File: config.mk
export PLATFORM = sky130hd
export DESIGN_NAME = phc_xdiv
export DESIGN_NICKNAME = d
export VERILOG_FILES = /design/src/design/phc_pkg.sv /design/src/design/phc_xdiv.sv
export SDC_FILE = /design/constraint.sdc
export NUM_CORES = 2
export LEC_CHECK = 0
export BUFFER_PORTS_ARGS = -buffer_cell sky130_fd_sc_hd__buf_2
export CORE_MARGIN = 4
export CORE_UTILIZATION = 50
export DETAILED_ROUTE_END_ITERATION = 16
export GPL_TIMING_DRIVEN = 0
export MAX_ROUTING_LAYER = met4
export PLACE_DENSITY = 0.69
export RECOVER_POWER = 100
export SYNTH_ARGS = -nofsm -noshare
export SYNTH_HDL_FRONTEND = slang
export SYNTH_SLANG_ARGS = --single-unit
File: constraint.sdc
create_clock -name clk -period 19.6 [get_ports clk]
set_input_delay 0.98 -clock clk [delete_from_list [all_inputs] [get_ports clk]]
set_output_delay 0.98 -clock clk [all_outputs]
set_load 0.05 [all_outputs]
File: src/design/phc_pkg.sv
`timescale 1ns / 1ps

package phc_pkg;

    // Projections, thresholds and the crossing terms all live in a saturating 64-bit domain
    localparam int PROJ_W      = 64;
    localparam int DIR_W       = 16;
    localparam int CFG_INDEX_W = 4;

    typedef logic signed [PROJ_W-1:0] proj_t;
    typedef logic signed [DIR_W-1:0]  dir_t;
    typedef logic [CFG_INDEX_W-1:0]   cfg_index_t;

    localparam cfg_index_t CFG_DIR_X      = 4'd0;
    localparam cfg_index_t CFG_DIR_Y      = 4'd1;
    localparam cfg_index_t CFG_CLIP_LEVEL = 4'd2;
    localparam cfg_index_t CFG_KEEP_ABOVE = 4'd3;

    localparam dir_t DIR_X_RESET      = 16'sd16384;
    localparam dir_t DIR_Y_RESET      = 16'sd0;
    localparam logic KEEP_ABOVE_RESET = 1'b1;

    localparam proj_t PROJ_MAX = 64'sh7FFF_FFFF_FFFF_FFFF;
    localparam proj_t PROJ_MIN = 64'sh8000_0000_0000_0000;

    // Request to the crossing unit: offset = trunc(num * delta / den), clamped to |delta|
    typedef struct packed {
        proj_t num;
        proj_t delta;
        proj_t den;
    } div_req_t;

    function automatic proj_t sat_add(input proj_t a, input proj_t b);
        proj_t s;
        s = a + b;
        if ((a[PROJ_W-1] == b[PROJ_W-1]) && (s[PROJ_W-1] != a[PROJ_W-1]))
            sat_add = a[PROJ_W-1] ? PROJ_MIN : PROJ_MAX;
        else
            sat_add = s;
    endfunction

    function automatic proj_t sat_sub(input proj_t a, input proj_t b);
        proj_t d;
        d = a - b;
        if ((a[PROJ_W-1] != b[PROJ_W-1]) && (d[PROJ_W-1] != a[PROJ_W-1]))
            sat_sub = a[PROJ_W-1] ? PROJ_MIN : PROJ_MAX;
        else
            sat_sub = d;
    endfunction

    function automatic logic [PROJ_W-1:0] mag(input proj_t v);
        logic [PROJ_W-1:0] u;
        u = unsigned'(v);
        mag = v[PROJ_W-1] ? (~u + 64'd1) : u;
    endfunction

    function automatic logic is_in(input proj_t p, input proj_t t, input logic keep_above);
        is_in = keep_above ? (p >= t) : (p <= t);
    endfunction

endpackage

File: src/design/phc_xdiv.sv
`timescale 1ns / 1ps

module phc_xdiv #(
    parameter int COORD_WIDTH = 32
) (
    input  logic                      clk,
    input  logic                      rst_n,
    input  logic                      start,
    input  phc_pkg::div_req_t         req,
    output logic                      done,
    output phc_pkg::proj_t            offset
);

    localparam int CW    = COORD_WIDTH;
    localparam int PW    = phc_pkg::PROJ_W;
    localparam int ACC_W = PW + CW;
    localparam int CNT_W = $clog2(CW + 1);

    localparam logic [2:0] D_IDLE = 3'd0;
    localparam logic [2:0] D_MUL  = 3'd1;
    localparam logic [2:0] D_CHK  = 3'd2;
    localparam logic [2:0] D_DIV  = 3'd3;
    localparam logic [2:0] D_FIN  = 3'd4;

    logic [2:0]       state_reg, state_next;
    logic [PW-1:0]    a_reg;
    logic [CW-1:0]    b_reg;
    logic [PW-1:0]    d_reg;
    logic             neg_reg;
    logic [ACC_W-1:0] acc_reg;
    logic [1:0]       k_reg;
    logic [PW-1:0]    rem_reg;
    logic [CW-1:0]    lo_reg;
    logic [CW-1:0]    q_reg;
    logic [CNT_W-1:0] cnt_reg;

    logic [CW-1:0]    delta_mag;
    logic [PW-1:0]    b_pad;
    logic [31:0]      a_part;
    logic [31:0]      b_part;
    logic [63:0]      pp;
    logic [ACC_W-1:0] pp_ext;
    logic [ACC_W-1:0] pp_sh;
    logic [PW-1:0]    hi;
    logic [PW:0]      trial;
    logic [PW:0]      dpad;
    logic             ge;
    logic [PW:0]      diff;
    logic [CW-1:0]    qc;
    logic [PW-1:0]    q_ext;

    // |delta| always fits in CW bits
    assign delta_mag = CW'(phc_pkg::mag(req.delta));

    // One 32x32 partial product per cycle: a is 64 bits, |delta| fits in two 32-bit halves
    assign b_pad  = PW'(b_reg);
    assign a_part = k_reg[1] ? a_reg[63:32] : a_reg[31:0];
    assign b_part = k_reg[0] ? b_pad[63:32] : b_pad[31:0];
    assign pp     = a_part * b_part;
    assign pp_ext = ACC_W'(pp);
    assign pp_sh  = (k_reg[1] & k_reg[0]) ? (pp_ext << 64) :
                    (k_reg[1] | k_reg[0]) ? (pp_ext << 32) : pp_ext;

    assign hi    = acc_reg[ACC_W-1:CW];
    assign trial = {rem_reg, lo_reg[CW-1]};
    assign dpad  = {1'b0, d_reg};
    assign ge    = (trial >= dpad);
    assign diff  = trial - dpad;

    assign qc     = (q_reg > b_reg) ? b_reg : q_reg;
    assign q_ext  = PW'(qc);
    assign offset = neg_reg ? signed'(-q_ext) : signed'(q_ext);
    assign done   = (state_reg == D_FIN);

    always_comb
    begin
        state_next = state_reg;
        case (state_reg)
            D_IDLE:
            begin
                if (start)
                    state_next = D_MUL;
            end
            D_MUL:
            begin
                if (k_reg == 2'd3)
                    state_next = D_CHK;
            end
            D_CHK:
            begin
                if ((d_reg == '0) || (hi >= d_reg))
                    state_next = D_FIN;
                else
                    state_next = D_DIV;
            end
            D_DIV:
            begin
                if (cnt_reg == CNT_W'(1))
                    state_next = D_FIN;
            end
            D_FIN:
            begin
                state_next = D_IDLE;
            end
            default:
            begin
                state_next = D_IDLE;
            end
        endcase
    end

    always_ff @(posedge clk or negedge rst_n)
    begin
        if (!rst_n)
            state_reg <= D_IDLE;
        else
            state_reg <= state_next;
    end

    always_ff @(posedge clk)
    begin
        case (state_reg)
            D_IDLE:
            begin
                if (start)
                begin
                    a_reg   <= phc_pkg::mag(req.num);
                    b_reg   <= delta_mag;
                    d_reg   <= phc_pkg::mag(req.den);
                    neg_reg <= req.num[PW-1] ^ req.delta[PW-1] ^ req.den[PW-1];
                    acc_reg <= '0;
                    k_reg   <= 2'd0;
                end
            end
            D_MUL:
            begin
                acc_reg <= acc_reg + pp_sh;
                k_reg   <= k_reg + 2'd1;
            end
            D_CHK:
            begin
                // Zero divisor gives zero; a high part at or above d means the quotient exceeds
                // |delta| and clamps to it
                if (d_reg == '0)
                    q_reg <= '0;
                else if (hi >= d_reg)
                    q_reg <= b_reg;
                else
                    q_reg <= '0;
                rem_reg <= hi;
                lo_reg  <= acc_reg[CW-1:0];
                cnt_reg <= CNT_W'(CW);
            end
            D_DIV:
            begin
                rem_reg <= ge ? diff[PW-1:0] : trial[PW-1:0];
                q_reg   <= {q_reg[CW-2:0], ge};
                lo_reg  <= {lo_reg[CW-2:0], 1'b0};
                cnt_reg <= cnt_reg - CNT_W'(1);
            end
            default:
            begin
            end
        endcase
    end

endmodule

After elaboration in Yosys (flattened, before gate mapping). Cells that the tools add are included.

Mux-type cells: 25. Bitwise logic cells: 7. Add/sub/neg operators: 8. Reductions and logical operators: 8. Eq/ne operators: 9. Magnitude comparators: 3. Multipliers: 1.

Operators with widths (number): 96-bit 2-to-1 mux (3); 32-bit 2-to-1 mux (6); 96-bit case mux with 2 select lines (1); 64-bit by 1-bit adder with 64-bit output (second input constant) (2); 64-bit 2-to-1 mux (2); 64-bit inverter (2); 32-bit case mux with 2 select lines (2); 64-bit case mux with 2 select lines (1); 63-bit 2-to-1 mux (2); 96-bit adder (1); 65-bit by 64-bit >= comparator with 1-bit output (1); 64-bit >= comparator (1); 64-bit zero test (1); 32-bit by 32-bit multiplier with 64-bit output (1); 32-bit negator with 64-bit output (1); 64-bit subtractor (1); 32-bit by 1-bit adder with 32-bit output (second input constant) (1); 32-bit > comparator (1); 32-bit inverter (1); 3-bit 2-to-1 mux (4); 3-bit case mux with 4 select lines (1); 6-bit case mux with 2 select lines (1); 3-bit by 2-bit == test with 1-bit output (second input constant) (2); 6-bit by 1-bit == test with 1-bit output (second input constant) (1); other kinds (16) (21).

Output and inout bits: 65. Register bits: 396.

Longest topological paths before layout.
Depth in word-level cells: 6. Gate-level depth with buffers: 48. Mapped depth without buffers: 45.

Worst setup path before layout. OpenSTA, ideal clock, no wires.

Kind: input -> register. Start: input port start. End: register acc_reg[0] (enable). Setup slack: -0.920 ns. Arrival time: 20.052 ns. Library setup time: 0.468 ns. Data required time: 19.132 ns. Cell stages on the path: 2. Cells stage by stage: nor4b_1 -> nand2b_1.

Word-level cells in the longest chain between the ends: 2.

Ends and longest elaborated chain: start, declared (line phc_xdiv.sv:8) `input logic start,`; 2-bit != test (no line); 2-bit AND reduction (no line); end signal, assigned (line phc_xdiv.sv:137) `acc_reg <= acc_reg + pp_sh;`; end, declared (line phc_xdiv.sv:30) `logic [ACC_W-1:0] acc_reg;`.

No other way between the ends. A chain may end at the register's enable or synchronous reset.

Worst setup path after layout.
Start: register k_reg[1]. End: register acc_reg[81] (data pin).

Word-level cells in the longest chain between the ends: 6.

Ends and longest elaborated chain: start, declared (line phc_xdiv.sv:31) `logic [1:0] k_reg;`; start signal, assigned (line phc_xdiv.sv:138) `k_reg <= k_reg + 2'd1;`; 32-bit 2-to-1 mux (line phc_xdiv.sv:57) `assign a_part = k_reg[1] ? a_reg[63:32] : a_reg[31:0];`; 32-bit by 32-bit multiplier with 64-bit output (line phc_xdiv.sv:59) `assign pp = a_part * b_part;`; 96-bit 2-to-1 mux (line phc_xdiv.sv:62) `(k_reg[1] | k_reg[0]) ? (pp_ext << 32) : pp_ext;`; 96-bit 2-to-1 mux (*) (line phc_xdiv.sv:61) `assign pp_sh = (k_reg[1] & k_reg[0]) ? (pp_ext << 64) :`; 96-bit adder (*) (line phc_xdiv.sv:137); 96-bit case mux with 2 select lines (*) (line phc_xdiv.sv:122) `case (state_reg)`.

Mark *: on every way between the ends. The rest lies on a longest branch, timed or not.

==> flow_summary.yaml <==
routing:
  vias_per_cell: 6.09
  drt_iter0_markers: 6650
  drc: 0
  wire_per_inst_um: 28.8
  drtAntennaViolNets: 0
  first_pass_iters: 6
  vias: 57900
  wl_um: 273000
global_routing:
  grt_max_degree: 84
  grt_use_total: 0.411
  grt_pass1_vias: 57200
  grt_pass1_wl_um: 394000
  antenna_found_initial: 15
  grt_overflow_total: 0
min_path:
  hold_class: "in -> async"
timing:
  period_share: 0.869
  max_freq_ghz: 0.0587
  maxSlewHeadroom: -2.55
  fin_tns_setup_ps: 0
  finalClockSkew_ps: 35.0
  slew_viol_final: 264
  final_hold_viol_count: 0
  tightestPinTransition_ps: 5320
  period_minus_slack_ps: 17030
  setup_ws_ps: 2570
  rsz0062_at_grt: "false"
  fin_hold_ws_ps: 222
  report.final.setup_viol: 0
clock_network:
  htreeDepth: 2
  cts_tree: "done"
  clk_latency_ps: 690
  post-cts-setup-buffer-count: 0
  postCtsResizedCells: 0
  hold_buffers: 0
  cts_root_buf: "clkbuf_16"
  cts_buffer_depth: 3
  cts.sinks: 396
  path_clk_slew_ps: 60
  cts_made_buffers: 51
layout:
  final_cell_area_sq_mm: 0.0702
  drive_gt1_frac: 0.0436
  fillers: 12300
  final_nets: 9334
  area_growth_pct: 8.12
  largest_reg_flops: 96
die:
  dieHeight_um: 368
  num_rows: 131
  core_area_sq_mm: 0.128
  start_util: 0.506
  die_area_sq_mm: 0.136
  die_w_um: 368
  io_pins: 260
run_status:
  status: "finished, violations left"
  violations: "max-capacitance violations, max-slew violations"
synthesis:
  synth_most_common_cell: "inv_1"
  synth_common_cells: "1100 x inv_1, 922 x nor2_1, 898 x fa_1, 892 x nand2_1, 527 x ha_1"
  synth_ff_type: "edfxtp_1"
  synth_edf_count: 393
  yosys_warnings: 0
  yosysTopAreaCell: "fa_1"
  syn_nets: 9025
  synth_top_cells_by_area: "fa_1 28%, edfxtp_1 18%, ha_1 10%"
  synth_seq_area_share: 0.183
  syn_inst: 7405
  netlist_area_sq_mm: 0.0649
  synthArstFlopShare: 0.00758
  synth.avg_cell_area_sq_um: 8.76
  ys_seq_elements: 396
  ys_types: 73
  synth_top_cell_area_share: 0.277
critical_path:
  cp_slowest_stage_delay_ps: 1290
  arrival_ps: 17440
  end_kind: "flop"
  crit_type: "reg -> reg"
  worst_path_max_delay_cell: "mux2i_1"
  crit_fanout: 10
  reg2regPathDepth: 43
  critPathMostFrequentCell: "fa_1"
  required_ps: 20010
  crit_path_start_kind: "flop"
placement:
  gp_congestion: 1.03
  place.detailed.hpwl_um: 228000
  portBuffers: 226
  place_area_sq_mm: 0.0687
  detailedPlace.worstSlack_ps: 3140
job:
  drv_cap: 7
[worst max-delay path: cells and delay by family (launching register included)]
family	cells	cell delay [ps]
AND/OR/NAND/NOR	9	2270
buffers and inverters	9	3190
XOR/XNOR	1	170
AO/OA/AOI/OAI	13	4430
multiplexers	1	1290
flip-flops	1	510
adder cells (fa/ha/maj)	10	4830
[cell type report]
type	instances	area, sq um	share of cell area
Multi-Input combinational cell	5567	47600	0.679
Sequential cell	396	11900	0.169
Inverter	1102	4140	0.0590
Tap cell	1729	2160	0.0308
Clock buffer	61	1340	0.0190
Timing Repair Buffer	256	1330	0.0189
Buffer	340	1280	0.0183
Clock inverter	34	394	0.00562
Antenna cell	11	27.5	0.000392
[worst paths after layout]
path / end / slack (ps) / from
min: state_reg[2]$_DFFE_PN0P_ / 220 / rst_n
max: acc_reg[81]$_SDFFCE_PN0P_ / 2570 / k_reg[1]$_SDFFCE_PN0P_
min reg2reg: lo_reg[26]$_DFFE_PP_ / 500 / lo_reg[25]$_DFFE_PP_
max in group asynchronous: state_reg[0]$_DFFE_PN0P_ / 19070 / rst_n
max reg2reg: acc_reg[81]$_SDFFCE_PN0P_ / 2570 / k_reg[1]$_SDFFCE_PN0P_
min in group clk: lo_reg[26]$_DFFE_PP_ / 500 / lo_reg[25]$_DFFE_PP_
[routing by layer]
metal / track usage / vias to the layer above / routed length, um
met3: 0.127 / 641 / 33300
li1: - / 25000 / -
met5: - / - / 0
met4: 0.181 / 0 / 15600
met1: 0.544 / 29000 / 110000
met2: 0.582 / 3293 / 114000
[layout by cell type (no fill, tap or decap), drive strengths merged, types with 53 or more instances in the layout]
| master | instances |
|---|---|
| edfxtp | 393 |
| nand2 | 892 |
| xnor2 | 279 |
| o21bai | 53 |
| nor2 | 922 |
| buf | 181 |
| nand4 | 86 |
| o31ai | 63 |
| mux2i | 101 |
| a21oi | 329 |
| o21ai | 315 |
| ha | 527 |
| nor3 | 57 |
| a21o | 196 |
| fa | 898 |
| clkbuf | 476 |
| nor4 | 57 |
| inv | 1105 |
| xor2 | 108 |
| nand3 | 70 |
[stage by stage]
step	instances	utilization
after detailed placement	9389	0.536
after global placement	9360	0.532
after CTS	9484	0.550
after floorplan	7405	-
after global routing	9492	0.547
final	9496	0.547
[cells by family (layout without fill, tap and decap cells)]
| family | after synthesis | after routing | share of synthesized area |
|---|---|---|---|
| fa+ha+maj | 1425 | 1425 | 0.379 |
| compound gates | 1270 | 1270 | 0.125 |
| other cells | 0 | 11 | 0 |
| mux | 135 | 135 | 0.0215 |
| flops | 396 | 396 | 0.183 |
| buf+inv | 1442 | 1793 | 0.0835 |
| simple gates | 2350 | 2350 | 0.156 |
| xor+xnor | 387 | 387 | 0.0522 |
Power is not shown: default switching activity piles up to over one toggle a cycle in this logic, so the estimate is an artifact.
